[src/design/kolq_pkg.sv]
// Package for the keyed ordered list queue: request codes, cell operations,
// field widths and the command struct that the top level sends to every cell.
// No dependencies.
package kolq_pkg;

  localparam int KEY_W        = 64;
  localparam int PAYLOAD_IO_W = 32;
  localparam int REQ_W        = 2;

  localparam logic [REQ_W-1:0] REQ_APPEND  = 2'd0;
  localparam logic [REQ_W-1:0] REQ_PREPEND = 2'd1;
  localparam logic [REQ_W-1:0] REQ_SORTED  = 2'd2;
  localparam logic [REQ_W-1:0] REQ_REMOVE  = 2'd3;

  // Per-cell update choice
  localparam logic [1:0] OP_HOLD       = 2'd0;
  localparam logic [1:0] OP_LOAD_NEW   = 2'd1;
  localparam logic [1:0] OP_FROM_LEFT  = 2'd2;
  localparam logic [1:0] OP_FROM_RIGHT = 2'd3;

  typedef logic signed [KEY_W-1:0] key_t;

  typedef struct packed {
    logic             active;  // request is carried out this cycle
    logic [REQ_W-1:0] req;
    key_t             key;     // key of the new entry (0 for append and prepend)
  } cell_cmd_t;

endpackage

[src/design/kolq_if.sv]
// Channel interfaces of the keyed ordered list queue: request and result.
// Depends on kolq_pkg.
interface kolq_req_if;
  logic                                valid;
  logic                                ready;
  logic [kolq_pkg::REQ_W-1:0]          req_type;
  logic [kolq_pkg::PAYLOAD_IO_W-1:0]   payload;
  logic signed [kolq_pkg::KEY_W-1:0]   sort_key;

  modport source (output valid, output req_type, output payload, output sort_key,
                  input ready);
  modport sink   (input valid, input req_type, input payload, input sort_key,
                  output ready);
endinterface

interface kolq_rsp_if;
  logic                                valid;
  logic                                ready;
  logic [kolq_pkg::PAYLOAD_IO_W-1:0]   removed_payload;
  logic signed [kolq_pkg::KEY_W-1:0]   removed_key;
  logic                                removed_valid;
  logic                                insert_dropped;
  logic                                now_empty;

  modport source (output valid, output removed_payload, output removed_key,
                  output removed_valid, output insert_dropped, output now_empty,
                  input ready);
  modport sink   (input valid, input removed_payload, input removed_key,
                  input removed_valid, input insert_dropped, input now_empty,
                  output ready);
endinterface

[src/design/kolq_cell.sv]
// One slot of the ordered list: holds a key and an item, compares against the
// incoming key and shifts toward the head or the tail. Depends on kolq_pkg.
module kolq_cell #(
  parameter int IDX   = 0,
  parameter int OCC_W = 5,
  parameter int PW    = 32
) (
  input  logic                      clk,
  input  kolq_pkg::cell_cmd_t       cmd,
  input  logic [OCC_W-1:0]          occ,
  input  logic [PW-1:0]             new_pay,
  input  kolq_pkg::key_t            left_key,
  input  logic [PW-1:0]             left_pay,
  input  kolq_pkg::key_t            right_key,
  input  logic [PW-1:0]             right_pay,
  input  logic                      found_in,
  output logic                      found_out,
  output kolq_pkg::key_t            key_q,
  output logic [PW-1:0]             pay_q
);

  kolq_pkg::key_t  key_r;
  logic [PW-1:0]   pay_r;
  logic            occupied;
  logic            greater;
  logic            at_tail;
  logic [1:0]      op;

  assign occupied  = OCC_W'(IDX) < occ;
  assign greater   = occupied && (key_r > cmd.key);
  assign found_out = found_in || greater;
  assign at_tail   = OCC_W'(IDX) == occ;

  always_comb begin
    op = kolq_pkg::OP_HOLD;
    if (cmd.active) begin
      case (cmd.req)
        kolq_pkg::REQ_APPEND: begin
          if (at_tail) op = kolq_pkg::OP_LOAD_NEW;
        end
        kolq_pkg::REQ_PREPEND: begin
          op = (IDX == 0) ? kolq_pkg::OP_LOAD_NEW : kolq_pkg::OP_FROM_LEFT;
        end
        kolq_pkg::REQ_SORTED: begin
          // first greater entry (or the free tail slot) takes the new one, everything behind it moves back
          if (found_in)                 op = kolq_pkg::OP_FROM_LEFT;
          else if (greater || at_tail)  op = kolq_pkg::OP_LOAD_NEW;
        end
        kolq_pkg::REQ_REMOVE: begin
          op = kolq_pkg::OP_FROM_RIGHT;
        end
        default: op = kolq_pkg::OP_HOLD;
      endcase
    end
  end

  always_ff @(posedge clk) begin
    case (op)
      kolq_pkg::OP_LOAD_NEW: begin
        key_r <= cmd.key;
        pay_r <= new_pay;
      end
      kolq_pkg::OP_FROM_LEFT: begin
        key_r <= left_key;
        pay_r <= left_pay;
      end
      kolq_pkg::OP_FROM_RIGHT: begin
        key_r <= right_key;
        pay_r <= right_pay;
      end
      default: begin
        key_r <= key_r;
        pay_r <= pay_r;
      end
    endcase
  end

  assign key_q = key_r;
  assign pay_q = pay_r;

endmodule

[src/design/keyed_ordered_list_queue_core.sv]
// Top level of the keyed ordered list queue: a row of list cells, the
// occupancy counter and the result register. Depends on kolq_pkg, kolq_if
// and kolq_cell.
//
// A bounded list of up to CAPACITY (key, item) entries, head first. Each
// request (append, prepend, sorted insert, remove head) gives one result; a
// new request is accepted in every cycle in which the result register is
// empty or its contents are being taken. The result appears in the cycle
// after the request transfer, when all cells update together; the clock rate
// is set by the key compare in each cell followed by the found signal
// rippling from head to tail across the whole row.
// Inserts into a full list are dropped and flagged; entries never written
// are never read, so the cells need no clearing after reset.
module keyed_ordered_list_queue_core #(
  parameter int CAPACITY      = 16,
  parameter int PAYLOAD_WIDTH = 32
) (
  input  logic            clk,
  input  logic            rst_n,
  kolq_req_if.sink        in_ch,
  kolq_rsp_if.source      out_ch
);

  localparam int OCC_W = $clog2(CAPACITY + 1);
  localparam int PW    = PAYLOAD_WIDTH;

  logic [OCC_W-1:0]     occ_r, occ_nxt;
  logic                 out_valid_r;
  logic [kolq_pkg::PAYLOAD_IO_W-1:0] out_pay_r;
  kolq_pkg::key_t       out_key_r;
  logic                 out_rv_r, out_drop_r, out_empty_r;

  logic                 xfer;
  logic                 is_remove;
  logic                 full, empty;
  logic                 dropped;
  kolq_pkg::cell_cmd_t  cmd;
  logic [63:0]          in_pay_wide;
  logic [PW-1:0]        new_pay;
  logic [63:0]          head_pay_wide;

  kolq_pkg::key_t       key_q  [CAPACITY];
  logic [PW-1:0]        pay_q  [CAPACITY];
  logic [CAPACITY:0]    found;

  assign in_ch.ready = !out_valid_r || out_ch.ready;
  assign xfer        = in_ch.valid && in_ch.ready;
  assign is_remove   = in_ch.req_type == kolq_pkg::REQ_REMOVE;
  assign full        = occ_r == OCC_W'(CAPACITY);
  assign empty       = occ_r == '0;
  assign dropped     = !is_remove && full;

  // keep only the low PAYLOAD_WIDTH bits of the item
  assign in_pay_wide = 64'(in_ch.payload);
  assign new_pay     = in_pay_wide[PW-1:0];

  assign cmd.active = xfer && !dropped && !(is_remove && empty);
  assign cmd.req    = in_ch.req_type;
  assign cmd.key    = (in_ch.req_type == kolq_pkg::REQ_SORTED) ? in_ch.sort_key : '0;

  assign found[0] = 1'b0;

  for (genvar i = 0; i < CAPACITY; i++) begin : g_cell
    kolq_pkg::key_t lk, rk;
    logic [PW-1:0]  lp, rp;
    if (i == 0) begin : g_head
      assign lk = key_q[i];
      assign lp = pay_q[i];
    end else begin : g_mid_l
      assign lk = key_q[i-1];
      assign lp = pay_q[i-1];
    end
    if (i == CAPACITY - 1) begin : g_tail
      assign rk = key_q[i];
      assign rp = pay_q[i];
    end else begin : g_mid_r
      assign rk = key_q[i+1];
      assign rp = pay_q[i+1];
    end

    kolq_cell #(
      .IDX   (i),
      .OCC_W (OCC_W),
      .PW    (PW)
    ) u_cell (
      .clk       (clk),
      .cmd       (cmd),
      .occ       (occ_r),
      .new_pay   (new_pay),
      .left_key  (lk),
      .left_pay  (lp),
      .right_key (rk),
      .right_pay (rp),
      .found_in  (found[i]),
      .found_out (found[i+1]),
      .key_q     (key_q[i]),
      .pay_q     (pay_q[i])
    );
  end

  always_comb begin
    occ_nxt = occ_r;
    if (cmd.active) begin
      if (is_remove) occ_nxt = occ_r - OCC_W'(1);
      else           occ_nxt = occ_r + OCC_W'(1);
    end
  end

  assign head_pay_wide = 64'(pay_q[0]);

  always_ff @(posedge clk) begin
    if (!rst_n) begin
      occ_r       <= '0;
      out_valid_r <= 1'b0;
    end else begin
      occ_r <= occ_nxt;
      if (xfer)              out_valid_r <= 1'b1;
      else if (out_ch.ready) out_valid_r <= 1'b0;
    end
  end

  // result fields: hold until taken, load on each request transfer
  always_ff @(posedge clk) begin
    if (xfer) begin
      if (is_remove && !empty) begin
        out_pay_r <= head_pay_wide[kolq_pkg::PAYLOAD_IO_W-1:0];
        out_key_r <= key_q[0];
        out_rv_r  <= 1'b1;
      end else begin
        out_pay_r <= '0;
        out_key_r <= '0;
        out_rv_r  <= 1'b0;
      end
      out_drop_r  <= dropped;
      out_empty_r <= occ_nxt == '0;
    end
  end

  assign out_ch.valid           = out_valid_r;
  assign out_ch.removed_payload = out_pay_r;
  assign out_ch.removed_key     = out_key_r;
  assign out_ch.removed_valid   = out_rv_r;
  assign out_ch.insert_dropped  = out_drop_r;
  assign out_ch.now_empty       = out_empty_r;

  a_occ_bound: assert property (@(posedge clk) disable iff (!rst_n)
    occ_r <= OCC_W'(CAPACITY))
    else $error("occupancy above capacity");

  a_remove_hit: assert property (@(posedge clk) disable iff (!rst_n)
    xfer && is_remove && !empty |=> out_valid_r && out_rv_r && !out_drop_r)
    else $error("remove of a stored entry did not report it");

  a_drop_holds: assert property (@(posedge clk) disable iff (!rst_n)
    xfer && dropped |=> $stable(occ_r) && out_drop_r && !out_empty_r)
    else $error("dropped insert changed the list");

  a_empty_flag: assert property (@(posedge clk) disable iff (!rst_n)
    xfer |=> out_empty_r == (occ_r == '0))
    else $error("empty flag disagrees with occupancy");

endmodule
[src/flat_wrapper.sv]
// flat-port wrapper written by rule: the top's interface ports become plain ports
module keyed_ordered_list_queue_core_flat 
#(
  parameter int CAPACITY      = 16,
  parameter int PAYLOAD_WIDTH = 32
)
  (clk, rst_n, in_ch_valid, in_ch_req_type, in_ch_payload, in_ch_sort_key, in_ch_ready, out_ch_valid, out_ch_removed_payload, out_ch_removed_key, out_ch_removed_valid, out_ch_insert_dropped, out_ch_now_empty, out_ch_ready);
  kolq_req_if in_ch_i ();
  kolq_rsp_if out_ch_i ();
  input  logic clk;
  input  logic rst_n;
  input wire logic [$bits(in_ch_i.valid)-1:0] in_ch_valid;
  input wire logic [$bits(in_ch_i.req_type)-1:0] in_ch_req_type;
  input wire logic [$bits(in_ch_i.payload)-1:0] in_ch_payload;
  input wire logic [$bits(in_ch_i.sort_key)-1:0] in_ch_sort_key;
  output wire logic [$bits(in_ch_i.ready)-1:0] in_ch_ready;
  output wire logic [$bits(out_ch_i.valid)-1:0] out_ch_valid;
  output wire logic [$bits(out_ch_i.removed_payload)-1:0] out_ch_removed_payload;
  output wire logic [$bits(out_ch_i.removed_key)-1:0] out_ch_removed_key;
  output wire logic [$bits(out_ch_i.removed_valid)-1:0] out_ch_removed_valid;
  output wire logic [$bits(out_ch_i.insert_dropped)-1:0] out_ch_insert_dropped;
  output wire logic [$bits(out_ch_i.now_empty)-1:0] out_ch_now_empty;
  input wire logic [$bits(out_ch_i.ready)-1:0] out_ch_ready;
  assign in_ch_i.valid = in_ch_valid;
  assign in_ch_i.req_type = in_ch_req_type;
  assign in_ch_i.payload = in_ch_payload;
  assign in_ch_i.sort_key = in_ch_sort_key;
  assign in_ch_ready = in_ch_i.ready;
  assign out_ch_valid = out_ch_i.valid;
  assign out_ch_removed_payload = out_ch_i.removed_payload;
  assign out_ch_removed_key = out_ch_i.removed_key;
  assign out_ch_removed_valid = out_ch_i.removed_valid;
  assign out_ch_insert_dropped = out_ch_i.insert_dropped;
  assign out_ch_now_empty = out_ch_i.now_empty;
  assign out_ch_i.ready = out_ch_ready;
  keyed_ordered_list_queue_core #(.CAPACITY(CAPACITY), .PAYLOAD_WIDTH(PAYLOAD_WIDTH)) u_core (.clk(clk), .rst_n(rst_n), .in_ch(in_ch_i), .out_ch(out_ch_i));
endmodule
[config.mk]
export PLATFORM = sky130hd
export DESIGN_NAME = keyed_ordered_list_queue_core_flat
export DESIGN_NICKNAME = d
export VERILOG_FILES = /design/src/design/kolq_pkg.sv /design/src/design/kolq_if.sv /design/src/design/kolq_cell.sv /design/src/design/keyed_ordered_list_queue_core.sv /design/src/flat_wrapper.sv
export SDC_FILE = /design/constraint.sdc
export NUM_CORES = 2
export LEC_CHECK = 0
export ABC_CLOCK_PERIOD_IN_PS = 21600
export BUFFER_PORTS_ARGS = -buffer_cell sky130_fd_sc_hd__buf_2
export CORE_AREA = 2 2 327 571
export DETAILED_ROUTE_END_ITERATION = 10
export DIE_AREA = 0 0 329 573
export HOLD_SLACK_MARGIN = 0.08
export MAX_ROUTING_LAYER = met4
export PLACE_DENSITY_LB_ADDON = 0.3
export SETUP_SLACK_MARGIN = 0.4
export SLEW_MARGIN = 20
export SYNTH_ARGS = -nofsm -noshare
export SYNTH_HDL_FRONTEND = slang
export SYNTH_HIERARCHICAL = 1
export SYNTH_SLANG_ARGS = --single-unit
[constraint.sdc]
create_clock -name clk -period 21.6 [get_ports clk]
set_input_delay 1.08 -clock clk [delete_from_list [all_inputs] [get_ports clk]]
set_output_delay 1.08 -clock clk [all_outputs]
set_load 0.005 [all_outputs]
Word-level counts from Yosys, hierarchy flattened. Index checks and enable logic that the tools add are counted.

Add/sub/neg operators: 2. Eq/ne operators: 65. Multiplexer cells: 117. $lt $le $gt $ge: 32. Reduce and logical (&&, ||, !) cells: 78.

Operators with widths (number): 64-bit one-hot mux with 3 select lines (14); 32-bit one-hot mux with 3 select lines (14); 64-bit > comparator (16); 64-bit one-hot mux with 2 select lines (2); 2-bit one-hot mux with 4 select lines (16); 32-bit one-hot mux with 2 select lines (2); 2-bit equality test, second input constant (32); 64-bit two-way mux (1); 2-bit two-way mux (31); 3-bit nonzero test (14); 4-bit by 5-bit equality test with 1-bit output, first input constant (8); 4-bit by 5-bit < comparator with 1-bit output, first input constant (8); 1-bit two-way mux (35); 2-bit by 1-bit equality test with 1-bit output, second input constant (17); 1-bit logical OR (31); 1-bit logical AND (22); 3-bit by 5-bit equality test with 1-bit output, first input constant (4); 3-bit by 5-bit < comparator with 1-bit output, first input constant (4); 2-bit by 5-bit equality test with 1-bit output, first input constant (2); 5-bit zero test (2); 1-bit by 5-bit < comparator with 1-bit output, first input constant (2); 2-bit by 5-bit < comparator with 1-bit output, first input constant (2); 5-bit two-way mux (2); 2-bit nonzero test (3); 6 further kinds (10).

Logic and storage cells: 333. Output and inout bits: 101. Flip-flop bits (word level): 1641.

Depth between registers and ports, before layout.
Depth after elaboration: 23. Gate-level depth with buffers: 33. Depth with buffers taken out: 29.

By module. The synthesis kept the hierarchy.

By module, submodules not included: kolq_cell (u_core.g_cell[1].u_cell) (cells each 787, area an instance 7148.1 um^2, sequential area each 2882.8 um^2, instances 1); kolq_cell (u_core.g_cell[0].u_cell) (cells each 731, area an instance 6802.8 um^2, sequential area each 2882.8 um^2, instances 1); kolq_cell (u_core.g_cell[10].u_cell) (cells each 657, area an instance 6566.3 um^2, sequential area each 2882.8 um^2, instances 1); kolq_cell (u_core.g_cell[7].u_cell) (cells each 656, area an instance 6530.0 um^2, sequential area each 2882.8 um^2, instances 1); kolq_cell (u_core.g_cell[6].u_cell) (cells each 661, area an instance 6526.3 um^2, sequential area each 2882.8 um^2, instances 1); kolq_cell (u_core.g_cell[14].u_cell) (cells each 662, area an instance 6525.0 um^2, sequential area each 2882.8 um^2, instances 1); kolq_cell (u_core.g_cell[2].u_cell) (cells each 661, area an instance 6525.0 um^2, sequential area each 2882.8 um^2, instances 1); kolq_cell (u_core.g_cell[11].u_cell) (cells each 657, area an instance 6521.3 um^2, sequential area each 2882.8 um^2, instances 1); kolq_cell (u_core.g_cell[15].u_cell) (cells each 658, area an instance 6518.8 um^2, sequential area each 2882.8 um^2, instances 1); kolq_cell (u_core.g_cell[3].u_cell) (cells each 656, area an instance 6515.0 um^2, sequential area each 2882.8 um^2, instances 1); kolq_cell (u_core.g_cell[12].u_cell) (cells each 656, area an instance 6512.5 um^2, sequential area each 2882.8 um^2, instances 1); kolq_cell (u_core.g_cell[4].u_cell) (cells each 658, area an instance 6512.5 um^2, sequential area each 2882.8 um^2, instances 1); kolq_cell (u_core.g_cell[9].u_cell) (cells each 662, area an instance 6512.5 um^2, sequential area each 2882.8 um^2, instances 1); kolq_cell (u_core.g_cell[5].u_cell) (cells each 659, area an instance 6507.5 um^2, sequential area each 2882.8 um^2, instances 1); +3 rows.

Worst setup path before layout. Ideal clock, no wire load.

Path kind: input port to flip-flop. From: in in_ch_req_type[1]. To: reg u_core.g_cell[2].u_cell.key_r[0] (enable). Cell stages on the path: 12. Setup slack: 6105 ps. Data arrival time: 14616 ps. Cells stage by stage: nor2b_1 -> clkbuf_1 -> clkbuf_1 -> and2_1 -> inv_1 -> ha_1 -> nand4_1 -> nor4_2 -> nand4_1 -> a31oi_1 -> nor4_2 -> o311ai_0.

RTL lines: start, declared (RTL line flat_wrapper.sv:13) `input wire logic [$bits(in_ch_i.req_type)-1:0] in_ch_req_type;`; end signal, assigned (RTL line kolq_cell.sv:60) `key_r <= cmd.key;`; end signal, assigned (RTL line kolq_cell.sv:64) `key_r <= left_key;`; end signal, assigned (RTL line kolq_cell.sv:68) `key_r <= right_key;`; end, declared (RTL line kolq_cell.sv:22) `kolq_pkg::key_t key_r;`.

==> qor.csv <==
stage,metric,value,unit
sta,RSZ-0062 raised after global routing,no,
global_routing,met2 usage,0.721,
setup_path,r2r setup slk,12.58,ns
global_routing,first-pass GRT wire length,571,mm
power_and_ir_drop,total power,9.94,mW
finish,register area,49200,sq um
setup_path,R2R cell count,28,
sta,Final Hold Fails,0,
power_and_ir_drop,Leakage,48.2,nW
synth,Synth Area per Inst,9.91,sq um
floorplanning,core area,183000,sq um
global_routing,global-route met1 utilization,0.398,
setup_path,Critical Path Fanout Max,63,
finish,# fillers,15100,
synth,Synthesis Warnings,6,
floorplanning,die area,189000,sq um
setup_path,R2R Path Start,u_core/g_cell[0].u_cell/key_q[46],
sta,worst-margin pin slew,1.16,ns
cts,clk buf depth,4,
sta,final worst path period share,0.510,
global_routing,Total GRT Usage,0.413,
cts,H-tree lvl count,4,
setup_path,Critical Path End Type,register,
drt,detailed router's first-iteration violation count,8374,
finish,share of cells above drive strength 1,0.0712,
setup_path,Reg-to-Reg End,u_core/g_cell[15].u_cell/pay_q[30],
status,status,"complete, no violations",
worst_hold_path,Worst Hold Class,reg2reg,
finish,Final nets,12200,
global_routing,grt total ovfl,0,
global_routing,GRT busiest layer,met2,
cts,total CTS buffers,172,
sta,"Slew Viols, Final",0,
drt,vias per cell,6.66,
place,detailed placement HPWL,278,mm
drt,WL final,388,mm
cts,CTS sink count,1641,
sta,Period minus WS final,11.01,ns
floorplanning,DIE WIDTH,329,microns
finish,area of the multi-input gates,54500,sq um
drt,DR WL/cell,28.4,microns
global_routing,vias in the first global route,94900,
cts,# Post-CTS Setup Buffers,0,
setup_path,required time of the worst setup path,22.15,ns
drt,Vias,90900,
drt,DRT Pass-1 Iters,6,
setup_path,max incr delay on CP,0.81,ns
flow_run,Max Cap Violations,0,
finish,Finished Cell Area,119000,sq um
sta,clk_skew,0.0721,ns
floorplanning,Initial Utilization,0.598,
place,gpl congestion,1.01,
sta,Setup TNS Final,0,ns
sta,Max transition margin,0.225,
place,placed cell area,113000,sq um
floorplanning,Chip Height,573,microns
place,Port-buffer cells,202,
global_routing,largest net degree at the start of global routing,193,
synth,Cells after Synth,11100,
floorplanning,Cell Rows,208,
global_routing,grt met3 use,0.0569,
setup_path,crit path kind,in2reg,
synth,Mapped Area,110000,sq um
drt,drt drc,0,
cts,CTS tree,done,
cts,Clock Root Buffer,clkbuf_16,
finish,Syn-to-layout area delta,8.24,%
worst_hold_path,Worst Hold End,u_core/g_cell[2].u_cell/pay_q[30],
global_routing,initial antenna violation count,52,
power_and_ir_drop,Max VDD drop,0.0000802,V
drt,Routed Antenna Nets,0,
cts,clock slew at reported path FFs,0.07,ns
setup_path,WP data arrival,11.57,ns
floorplanning,# IOs,203,
cts,Resized cells post-CTS,0,
setup_path,crit path max-delay cell type,buf_4,
worst_hold_path,hold-critical path depth,2,
setup_path,startpoint types,input port,
power_and_ir_drop,power per cell area,83.6,nW/um^2
sta,Max Fclk,0.0908,GHz
cts,hold buffers post-CTS,0,
setup_path,CP dominant cell by count,nand3b_1,
worst_hold_path,Worst Hold Launch,u_core/g_cell[3].u_cell/pay_q[30],
sta,Final setup violation count,0,
cts,clk_lat worst skew,0.87,ns
-- critical path, delay by kind of cell --
family                   cells  cell delay, ns
AO/OA/AOI/OAI               12            2.57
buffers and inverters        7            3.15
adder cells (fa/ha/maj)      1            0.34
multiplexers                 2            0.51
AND/OR/NAND/NOR             13            3.75
-- worst max path at each step --
stage                      start                                  to  slack, ns  cells after the start
3_3_place_gp   in_ch_req_type[1]  u_core/g_cell[15].u_cell/pay_q[16]      10.13                     35
3_5_place_dp   in_ch_req_type[1]  u_core/g_cell[15].u_cell/pay_q[18]       9.97                     35
5_1_grt        in_ch_req_type[1]  u_core/g_cell[15].u_cell/pay_q[19]      10.35                     34
4_1_cts        in_ch_req_type[1]  u_core/g_cell[15].u_cell/pay_q[30]      10.79                     35
6_report       in_ch_req_type[1]  u_core/g_cell[15].u_cell/pay_q[30]      10.59                     35
2_1_floorplan  in_ch_req_type[1]    u_core/g_cell[2].u_cell/key_q[0]       6.11                     12
-- report_power, final --
part	switching (mW)	leakage (nW)	internal (mW)	total [mW]
Combinational	1.50	29.8	0.828	2.32
Clock	1.35	2.68	1.71	3.06
Sequential	0.445	15.8	4.11	4.56
Total	3.29	48.2	6.65	9.94
-- routing by layer --
layer	share of wire	up-vias	wire [microns]
li1	-	40200	-
met5	0	-	0
met3	0.058	1779	22700
met2	0.52	4389	201000
met1	0.32	44500	126000
met4	0.10	0	38800
-- flip-flops by register name (all words and copies together) (netlist names) --
name / flops
u_core/g_cell.u_cell/key_q: 1024
u_core/out_ch.now_empty: 1
u_core/occ_r: 5
u_core/out_ch.removed_valid: 1
u_core/out_ch.removed_payload: 32
u_core/out_ch.valid: 1
u_core/out_ch.insert_dropped: 1
u_core/out_ch.removed_key: 64
u_core/g_cell.u_cell/pay_q: 512
-- final cells by class --
| type | count | share of cell area |
|---|---|---|
| clock inverters | 96 | 0.00787 |
| repair buffers | 375 | 0.0199 |
| well taps | 2415 | 0.0254 |
| flip-flops and latches | 1641 | 0.414 |
| clock buffers | 201 | 0.0381 |
| diodes | 63 | 0.00133 |
| inverters | 1078 | 0.0341 |
| multi-input cells | 7782 | 0.459 |
-- layout by cell type (no fill, tap or decap), types with 30 or more instances in the layout --
master	n
clkbuf_16	176
nand2_1	1811
nor2_1	125
nor4_1	38
diode_2	63
and4_1	30
nand3_1	111
ha_1	1026
buf_2	202
o21ai_1	40
o211ai_2	42
clkinv_1	38
a21oi_1	431
o211ai_1	67
o21ai_0	1548
and2_1	169
a21o_1	97
mux2i_1	1349
edfxtp_1	1635
a31oi_1	115
inv_1	1076
a221oi_1	46
nor3_1	33
buf_4	169
nand4_1	294
a22oi_1	72
-- stage by stage --
step	setup WS, ns	util	hold WS, ns	instances
floorplan	6.11	-	0.521	11100
global placement	10.13	0.617	0.536	13300
detailed placement	9.97	0.617	0.544	13300
CTS	10.79	0.647	0.540	13600
global route	10.35	0.647	0.571	13600
finish	10.59	0.648	0.556	13700
Power figures use the tool's default switching activity.
